### src/rtl/core/leir_pkg.sv
package leir_pkg;

  localparam logic [7:0] KEY_CTRL_P = 8'h10;
  localparam logic [7:0] KEY_CTRL_U = 8'h15;
  localparam logic [7:0] KEY_CTRL_H = 8'h08;
  localparam logic [7:0] KEY_CTRL_D = 8'h04;
  localparam logic [7:0] KEY_DEL    = 8'h7F;
  localparam logic [7:0] KEY_CR     = 8'h0D;
  localparam logic [7:0] KEY_NL     = 8'h0A;
  localparam logic [7:0] KEY_NUL    = 8'h00;

  typedef enum logic [1:0] {
    ECHO_NONE  = 2'd0,
    ECHO_CHAR  = 2'd1,
    ECHO_ERASE = 2'd2
  } echo_kind_t;

  typedef enum logic [1:0] {
    RD_OK    = 2'd0,
    RD_EMPTY = 2'd1,
    RD_EOF   = 2'd2
  } rd_status_t;

  typedef enum logic [1:0] {
    S_IDLE,
    S_DECODE,
    S_KILL,
    S_KILL_ADDR
  } seq_state_t;

  typedef struct packed {
    echo_kind_t echo_kind;
    logic [7:0] echo_char;
    logic [7:0] erase_count;
    logic       line_committed;
    logic       dump_request;
    rd_status_t read_status;
    logic [7:0] read_byte;
  } result_t;

endpackage

### src/rtl/core/leir_store.sv
module leir_store #(
  parameter int BUFFER_DEPTH = 128
) (
  input  logic                            clk,
  input  logic                            we,
  input  logic [$clog2(BUFFER_DEPTH)-1:0] waddr,
  input  logic [7:0]                      wdata,
  input  logic [$clog2(BUFFER_DEPTH)-1:0] raddr,
  output logic [7:0]                      rdata
);

  logic [7:0] mem [BUFFER_DEPTH];

  always_ff @(posedge clk) begin
    if (we) begin
      mem[waddr] <= wdata;
    end
  end

  always_ff @(posedge clk) begin
    rdata <= mem[raddr];
  end

endmodule

### src/rtl/core/leir_step.sv
module leir_step #(
  parameter int BUFFER_DEPTH = 128
) (
  input  logic [$clog2(BUFFER_DEPTH):0] ptr_i,
  input  logic                          down,
  output logic [$clog2(BUFFER_DEPTH):0] ptr_o
);

  localparam int AW = $clog2(BUFFER_DEPTH);
  localparam logic [AW-1:0] LAST = AW'(BUFFER_DEPTH - 1);

  logic          lap;
  logic [AW-1:0] slot;

  assign lap  = ptr_i[AW];
  assign slot = ptr_i[AW-1:0];

  // Pointer is {lap, slot}; slot wraps at the depth and flips the lap bit
  always_comb begin
    if (down) begin
      if (slot == '0) begin
        ptr_o = {~lap, LAST};
      end else begin
        ptr_o = {lap, slot - AW'(1)};
      end
    end else begin
      if (slot == LAST) begin
        ptr_o = {~lap, {AW{1'b0}}};
      end else begin
        ptr_o = {lap, slot + AW'(1)};
      end
    end
  end

endmodule

### src/rtl/core/leir_seq.sv
module leir_seq #(
  parameter int BUFFER_DEPTH = 128
) (
  input  logic                            clk,
  input  logic                            rst_n,
  input  logic                            start,
  output logic                            busy,
  input  logic                            in_kind,
  input  logic [7:0]                      in_key_char,
  input  logic                            in_first_of_read,
  output logic                            mem_we,
  output logic [$clog2(BUFFER_DEPTH)-1:0] mem_waddr,
  output logic [7:0]                      mem_wdata,
  output logic [$clog2(BUFFER_DEPTH)-1:0] mem_raddr,
  input  logic [7:0]                      mem_rdata,
  output logic                            done,
  output leir_pkg::result_t               result
);

  localparam int AW = $clog2(BUFFER_DEPTH);
  localparam int PW = AW + 1;

  leir_pkg::seq_state_t state_r, state_nxt;

  logic          kind_r;
  logic [7:0]    key_r;
  logic          first_r;
  logic [PW-1:0] read_ptr_r, read_ptr_nxt;
  logic [PW-1:0] commit_ptr_r, commit_ptr_nxt;
  logic [PW-1:0] edit_ptr_r, edit_ptr_nxt;
  logic [7:0]    erase_n_r, erase_n_nxt;

  logic [PW-1:0] step_ptr;
  logic          step_down;
  logic [PW-1:0] step_res;
  logic [7:0]    key_c;

  function automatic logic ring_full(logic [PW-1:0] e, logic [PW-1:0] r);
    return (e[AW-1:0] == r[AW-1:0]) && (e[AW] != r[AW]);
  endfunction

  leir_step #(
    .BUFFER_DEPTH(BUFFER_DEPTH)
  ) u_step (
    .ptr_i(step_ptr),
    .down (step_down),
    .ptr_o(step_res)
  );

  assign busy  = (state_r != leir_pkg::S_IDLE);
  assign key_c = (key_r == leir_pkg::KEY_CR) ? leir_pkg::KEY_NL : key_r;

  always_ff @(posedge clk) begin
    if (!rst_n) begin
      state_r      <= leir_pkg::S_IDLE;
      read_ptr_r   <= '0;
      commit_ptr_r <= '0;
      edit_ptr_r   <= '0;
      erase_n_r    <= '0;
    end else begin
      state_r      <= state_nxt;
      read_ptr_r   <= read_ptr_nxt;
      commit_ptr_r <= commit_ptr_nxt;
      edit_ptr_r   <= edit_ptr_nxt;
      erase_n_r    <= erase_n_nxt;
    end
  end

  always_ff @(posedge clk) begin
    if (start && !busy) begin
      kind_r  <= in_kind;
      key_r   <= in_key_char;
      first_r <= in_first_of_read;
    end
  end

  always_comb begin
    state_nxt      = state_r;
    read_ptr_nxt   = read_ptr_r;
    commit_ptr_nxt = commit_ptr_r;
    edit_ptr_nxt   = edit_ptr_r;
    erase_n_nxt    = erase_n_r;
    mem_we         = 1'b0;
    mem_waddr      = edit_ptr_r[AW-1:0];
    mem_wdata      = key_c;
    mem_raddr      = read_ptr_r[AW-1:0];
    step_ptr       = edit_ptr_r;
    step_down      = 1'b1;
    done           = 1'b0;
    result.echo_kind      = leir_pkg::ECHO_NONE;
    result.echo_char      = 8'd0;
    result.erase_count    = 8'd0;
    result.line_committed = 1'b0;
    result.dump_request   = 1'b0;
    result.read_status    = leir_pkg::RD_OK;
    result.read_byte      = 8'd0;

    case (state_r)
      leir_pkg::S_IDLE: begin
        // Read slot is presented here so the byte is ready in decode
        if (start) begin
          erase_n_nxt = 8'd0;
          state_nxt   = leir_pkg::S_DECODE;
        end
      end

      leir_pkg::S_DECODE: begin
        state_nxt = leir_pkg::S_IDLE;
        done      = 1'b1;
        if (kind_r) begin
          step_ptr  = read_ptr_r;
          step_down = 1'b0;
          if (read_ptr_r == commit_ptr_r) begin
            result.read_status = leir_pkg::RD_EMPTY;
          end else if (mem_rdata == leir_pkg::KEY_CTRL_D) begin
            result.read_status = leir_pkg::RD_EOF;
            if (first_r) begin
              read_ptr_nxt = step_res;
            end
          end else begin
            read_ptr_nxt     = step_res;
            result.read_byte = mem_rdata;
          end
        end else if (key_r == leir_pkg::KEY_CTRL_P) begin
          result.dump_request = 1'b1;
        end else if (key_r == leir_pkg::KEY_CTRL_U) begin
          if (edit_ptr_r != commit_ptr_r) begin
            // Fetch the character before the edit point and start the walk
            mem_raddr = step_res[AW-1:0];
            done      = 1'b0;
            state_nxt = leir_pkg::S_KILL;
          end
        end else if (key_r inside {leir_pkg::KEY_CTRL_H, leir_pkg::KEY_DEL}) begin
          if (edit_ptr_r != commit_ptr_r) begin
            edit_ptr_nxt       = step_res;
            result.echo_kind   = leir_pkg::ECHO_ERASE;
            result.erase_count = 8'd1;
          end
        end else if (key_r != leir_pkg::KEY_NUL && !ring_full(edit_ptr_r, read_ptr_r)) begin
          step_down        = 1'b0;
          mem_we           = 1'b1;
          edit_ptr_nxt     = step_res;
          result.echo_kind = leir_pkg::ECHO_CHAR;
          result.echo_char = key_c;
          if (key_c == leir_pkg::KEY_NL || key_c == leir_pkg::KEY_CTRL_D ||
              ring_full(step_res, read_ptr_r)) begin
            commit_ptr_nxt        = step_res;
            result.line_committed = 1'b1;
          end
        end
      end

      leir_pkg::S_KILL: begin
        if (mem_rdata == leir_pkg::KEY_NL) begin
          done      = 1'b1;
          state_nxt = leir_pkg::S_IDLE;
          result.echo_kind   = (erase_n_r != 8'd0) ? leir_pkg::ECHO_ERASE
                                                   : leir_pkg::ECHO_NONE;
          result.erase_count = erase_n_r;
        end else begin
          // Drop one character; count saturates
          edit_ptr_nxt = step_res;
          erase_n_nxt  = (erase_n_r == 8'hFF) ? erase_n_r : erase_n_r + 8'd1;
          state_nxt    = leir_pkg::S_KILL_ADDR;
        end
      end

      leir_pkg::S_KILL_ADDR: begin
        if (edit_ptr_r == commit_ptr_r) begin
          done      = 1'b1;
          state_nxt = leir_pkg::S_IDLE;
          result.echo_kind   = (erase_n_r != 8'd0) ? leir_pkg::ECHO_ERASE
                                                   : leir_pkg::ECHO_NONE;
          result.erase_count = erase_n_r;
        end else begin
          mem_raddr = step_res[AW-1:0];
          state_nxt = leir_pkg::S_KILL;
        end
      end

      default: begin
        state_nxt = leir_pkg::S_IDLE;
      end
    endcase
  end

endmodule

### src/rtl/core/line_edit_input_ring.sv
// Console line discipline over a ring of BUFFER_DEPTH bytes. Pulse start while
// busy is low to hand in one word: a keystroke (in_kind 0) or a one-byte read
// (in_kind 1). Exactly one result word follows, shown for a single cycle with
// out_strobe high; it cannot be held off, so capture it when the strobe is
// seen. A read, a plain keystroke, backspace or ctrl-P holds busy high only
// through the decode state and the strobe comes the cycle after, so a new
// word can be taken while that strobe is shown. Ctrl-U walks back through
// the ring one character per pass through the kill and kill-address states
// on the single pointer step unit and the single read port of the line
// memory. An open line never fills the ring.
module line_edit_input_ring #(
  parameter int BUFFER_DEPTH = 128
) (
  input  logic       clk,
  input  logic       rst_n,
  input  logic       start,
  output logic       busy,
  input  logic       in_kind,
  input  logic [7:0] in_key_char,
  input  logic       in_first_of_read,
  output logic       out_strobe,
  output logic [1:0] out_echo_kind,
  output logic [7:0] out_echo_char,
  output logic [7:0] out_erase_count,
  output logic       out_line_committed,
  output logic       out_dump_request,
  output logic [1:0] out_read_status,
  output logic [7:0] out_read_byte
);

  localparam int AW = $clog2(BUFFER_DEPTH);

  logic              mem_we;
  logic [AW-1:0]     mem_waddr;
  logic [7:0]        mem_wdata;
  logic [AW-1:0]     mem_raddr;
  logic [7:0]        mem_rdata;
  logic              done;
  leir_pkg::result_t result;
  leir_pkg::result_t result_r;
  logic              out_strobe_r;

  leir_seq #(
    .BUFFER_DEPTH(BUFFER_DEPTH)
  ) u_seq (
    .clk             (clk),
    .rst_n           (rst_n),
    .start           (start),
    .busy            (busy),
    .in_kind         (in_kind),
    .in_key_char     (in_key_char),
    .in_first_of_read(in_first_of_read),
    .mem_we          (mem_we),
    .mem_waddr       (mem_waddr),
    .mem_wdata       (mem_wdata),
    .mem_raddr       (mem_raddr),
    .mem_rdata       (mem_rdata),
    .done            (done),
    .result          (result)
  );

  leir_store #(
    .BUFFER_DEPTH(BUFFER_DEPTH)
  ) u_store (
    .clk  (clk),
    .we   (mem_we),
    .waddr(mem_waddr),
    .wdata(mem_wdata),
    .raddr(mem_raddr),
    .rdata(mem_rdata)
  );

  always_ff @(posedge clk) begin
    if (!rst_n) begin
      out_strobe_r <= 1'b0;
    end else begin
      out_strobe_r <= done;
    end
  end

  always_ff @(posedge clk) begin
    if (done) begin
      result_r <= result;
    end
  end

  assign out_strobe         = out_strobe_r;
  assign out_echo_kind      = result_r.echo_kind;
  assign out_echo_char      = result_r.echo_char;
  assign out_erase_count    = result_r.erase_count;
  assign out_line_committed = result_r.line_committed;
  assign out_dump_request   = result_r.dump_request;
  assign out_read_status    = result_r.read_status;
  assign out_read_byte      = result_r.read_byte;

endmodule

### config.mk
export PLATFORM = sky130hd
export DESIGN_NAME = line_edit_input_ring
export DESIGN_NICKNAME = d
export VERILOG_FILES = /design/src/rtl/core/leir_pkg.sv /design/src/rtl/core/leir_store.sv /design/src/rtl/core/leir_step.sv /design/src/rtl/core/leir_seq.sv /design/src/rtl/core/line_edit_input_ring.sv
export SDC_FILE = /design/constraint.sdc
export NUM_CORES = 2
export LEC_CHECK = 0
export BUFFER_PORTS_ARGS = -buffer_cell sky130_fd_sc_hd__buf_2
export CAP_MARGIN = 20
export CORE_MARGIN = 2
export CORE_UTILIZATION = 25
export DETAILED_ROUTE_END_ITERATION = 7
export PLACE_DENSITY = 0.35
export SLEW_MARGIN = 20
export SYNTH_ARGS = -nofsm -noshare
export SYNTH_HDL_FRONTEND = slang
export SYNTH_HIERARCHICAL = 1
export SYNTH_SLANG_ARGS = --single-unit
### constraint.sdc
create_clock -name clk -period 17.2 [get_ports clk]
set_clock_uncertainty 0.15 [all_clocks]
set_input_delay 2.58 -clock clk [delete_from_list [all_inputs] [get_ports clk]]
set_output_delay 2.58 -clock clk [all_outputs]
set_load 0.01 [all_outputs]
==> flow_results.org <==
** Synthesis
- In the post-synthesis netlist, the cell with the most instances is edfxtp_1.
- Sorting the synthesized cells by area gives the leading types as edfxtp_1 (72%), mux4_2 (17%), dfxtp_1 (1.9%).
- Summing every instance area after synthesis gives 44300 um^2.
- Post-Synthesis Mean Instance Area :: 21.0 um^2
- The synthesized design contains 1064 enable-type register cells.
- By count the netlist is led by edfxtp_1 (1064), mux4_2 (336), nor2_1 (147).
- Proportion of register bits with asynchronous set or reset after synthesis :: 0%
- In this run, synthesis produced a sequential element count of 1107.
- Syn_nets :: 2127
- After synthesis, flip-flops and latches occupy 74.1% of the total area.
- The number of different library cells used by synthesis comes to 70.
- Number of synthesis warnings :: 6
- Among all flip-flop cells after synthesis, the most frequent one is edfxtp_1.
- Biggest area consumer among synthesized cells :: edfxtp_1
- Share of Yosys cell area claimed by the top area cell type :: 72.2%
- Post-synthesis instance total :: 2109

** Clocking
- After clock tree synthesis, the setup repair step added 0 buffers.
- TritonCTS clock tree :: done
- Number of CTS-inserted buffers :: 132
- Clock-pin slew of the registers on the worst-case setup and hold paths :: 0.05 ns
- In this run the deepest clock path goes through 3 buffers.
- Counting every sink on the clock net gives 1107.
- # H-tree levels :: 4
- Clock latency on the worst-skew pair, taken at its later pin, is 0.74 ns.
- Buffer cell driving the clock tree root :: clkbuf_16
- Post-CTS Hold Fix Bufs :: 0
- Count of instances resized after the clock tree is built :: 0

** Routing
- Count of nets left with antenna violations after detail routing :: 0
- Total detailed-routing wirelength :: 124000 um
- In the routed layout, each cell is associated on average with a via count of 4.58.
- The first routing iteration left 1657 violations.
- Number of optimization iterations in the first detailed-route pass :: 5
- Routed length per placed instance :: 26.7 um
- DRC Markers :: 0
- The routed layout has 21319 vias.

** Die
- Once the floorplan was initialized, standard cells occupied 25.1% of the core.
- From left edge to right edge, the die measures 425 um.
- Placeable Area :: 176000 um^2
- Total Die Area :: 180000 um^2
- I/O pin cnt :: 45
- Die Y-Extent :: 425 um
- # rows :: 154

** STA
- The worst path in the final design needs a cycle of 8.56 ns, including I/O delays and setup.
- The number of max-slew violations in the final report came to 0.
- Setup repair after global routing left no endpoint under its margin.
- The worst path uses 49.8% of the clock period.
- After routing, the total negative slack on setup checks comes to 0 ns.
- Worst Tran Pin Value :: 1.10 ns
- For this run, the top clock speed supported by timing is 117 MHz.
- Number of hold violations in the final report :: 0
- Worst slew margin :: 26.5%
- After layout, the worst setup slack is 8.64 ns.
- Count of final setup violators :: 0

** Layout
- In the final layout, the share of cells above drive strength 1 is 29.8%.
- Number of fillers in the final layout :: 17190
- The sequential cells in the finished layout cover a total of 32800 um^2.
- In the final design database the tool counted 2237 nets.
- Synthesis-to-layout area growth :: 16.6%
- In the final layout, the multi-input gates occupy 10900 um^2.

** Setup path
- CP required :: 17.67 ns
- The worst setup path is launched from a flop.
- Crit Path Category :: flop to flop
- Endpoint class of the critical path :: flop
- The startpoint identified for the worst register-to-register timing path is u_seq/key_r[5].
- Data arrives at the worst endpoint at 9.03 ns.
- Along the worst path, the maximum fanout reaches 83.
- Worst setup path start :: u_seq/key_r[5]

** Run
- Across the run, the number of max-cap violations was 0.

** Global route
- Vias in the first global route :: 22367
- Overflow left after global routing :: 0
- Number of antenna violations at the first check in global routing :: 3
- In the global route stage, met3 resource usage came out at 2.52%.
- Entering global routing, the biggest net connects 119 pins.
- For met2 alone, demand over resource in global routing was 22.8%.
- The first global-routing pass estimated 178000 um of wire.
- All-Layer GR Usage :: 13.9%
- In this run the most used layer during global routing was met2.
- Global-route track usage on met1 :: 19.0%

** Place
- At the placement stage, the worst setup path has a slack of 8.47 ns.
- The congestion estimate from routability-driven global placement came to 0.739.
- Port Buffers :: 44
- Summed over all nets, the half-perimeter wirelength after detailed placement is 77000 um.

** Pwr
- Power density cells :: 120 nW/um^2
- Leakage Power :: 15.5 nW
- Peak supply drop :: 0.0000947 V

** Worst hold path
- The worst hold path begins at u_seq/commit_ptr_r[0].
- The min-delay analysis places its worst path in the category flop to flop.

** Outcome
- The run finished with clean final reports.
worst paths after layout:
| check | end | slack (ns) | cells after the start |
|---|---|---|---|
| hold / removal | u_seq/commit_ptr_r[0] | 0.36 | 2 |
| setup / recovery | u_store/rdata[5] | 8.64 | 18 |
| setup reg to reg | u_store/rdata[5] | 8.64 | 18 |
| hold reg to reg | u_seq/commit_ptr_r[0] | 0.36 | 2 |
critical path: stages (launching register included):
cell      delay (ns)
edfxtp_1        0.33
buf_4           0.38
buf_4           0.83
and3_1          0.31
and2_1          0.17
a22o_1          0.37
nor3_1          0.09
o21ai_0         0.32
buf_4           0.24
inv_1           0.12
o21ai_0         0.10
a21boi_0        0.77
mux2_8          0.73
buf_4           0.74
buf_4           0.70
mux4_2          0.60
mux4_2          0.55
mux4_2          0.47
mux2_2          0.27
power breakdown:
| group | internal, W | total, W | switching [W] |
|---|---|---|---|
| Clock | 0.00162 | 0.00272 | 0.00110 |
| Sequential | 0.00300 | 0.00303 | 0.0000354 |
| Combinational | 0.000148 | 0.000441 | 0.000293 |
logic make-up after synthesis:
logic type,count (synthesis),synth area share [%]
DFF,1107,74.1
xor gates and xnor gates,39,0.772
muxes,376,18.1
buffers and inverters,146,1.59
adders and majority gates,5,0.141
AOI/OAI and AO/OA,80,1.44
and+or+nand+nor,356,3.87
metal layers:
layer | vias to the layer above | share of wire, % | wire [um]
met1 | 11707 | 46 | 56900
met4 | 0 | 1.9 | 2350
li1 | 8973 | - | -
met3 | 156 | 3.9 | 4830
met5 | - | 0 | 0
met2 | 483 | 49 | 60300
flip-flops by register name, indices dropped and copies added (netlist names), 8 cells and up:
name / count
u_store/mem: 1024
out_echo_char: 8
out_erase_count: 8
out_read_byte: 8
u_seq/commit_ptr_r: 8
u_seq/edit_ptr_r: 8
u_seq/erase_n_r: 8
u_seq/key_r: 8
u_seq/read_ptr_r: 8
u_store/rdata: 8
through the flow:
| step | power, W | util [%] | instance area [um^2] | std cells | hold slack (ns) |
|---|---|---|---|---|---|
| after detailed placement | 0.00355 | 26.9 | 47400 | 4424 | 0.353 |
| after floorplan | 0.00336 | - | 44300 | 2109 | 0.323 |
| after global routing | 0.00644 | 29.3 | 51600 | 4658 | 0.380 |
| final | 0.00620 | 29.3 | 51600 | 4659 | 0.358 |
| after CTS | 0.00631 | 29.3 | 51600 | 4657 | 0.360 |
| after global placement | 0.00354 | 26.9 | 47300 | 4423 | 0.347 |
cell usage in the layout, fill, tap and decap left out, types with 11 or more instances in the layout:
cell,netlist,layout
nand2_1,56,53
nand3_1,28,28
buf_4,18,64
clkbuf_16,0,136
mux2_2,22,19
dfxtp_1,43,43
a21oi_1,14,14
inv_1,11,11
clkinv_2,0,11
mux4_2,336,336
clkinv_1,0,32
xnor2_1,13,13
bufinv_16,0,11
and2_1,25,23
edfxtp_1,1064,1064
nor3_1,26,24
mux2i_1,18,18
xor2_1,26,26
nor2_1,147,138
nor2b_1,18,18
buf_2,22,44
clkbuf_1,68,23
cell type report:
type / count / area share (%)
inverter: 11 / 0.0800
clock inverter: 71 / 1.33
tap: 2340 / 5.67
sequential: 1107 / 63.6
clock buffer: 162 / 6.84
multi-input combinational: 856 / 21.0
timing repair buffer: 111 / 1.46
antenna: 1 / 0.00485
(Power assumes the default switching activity.)
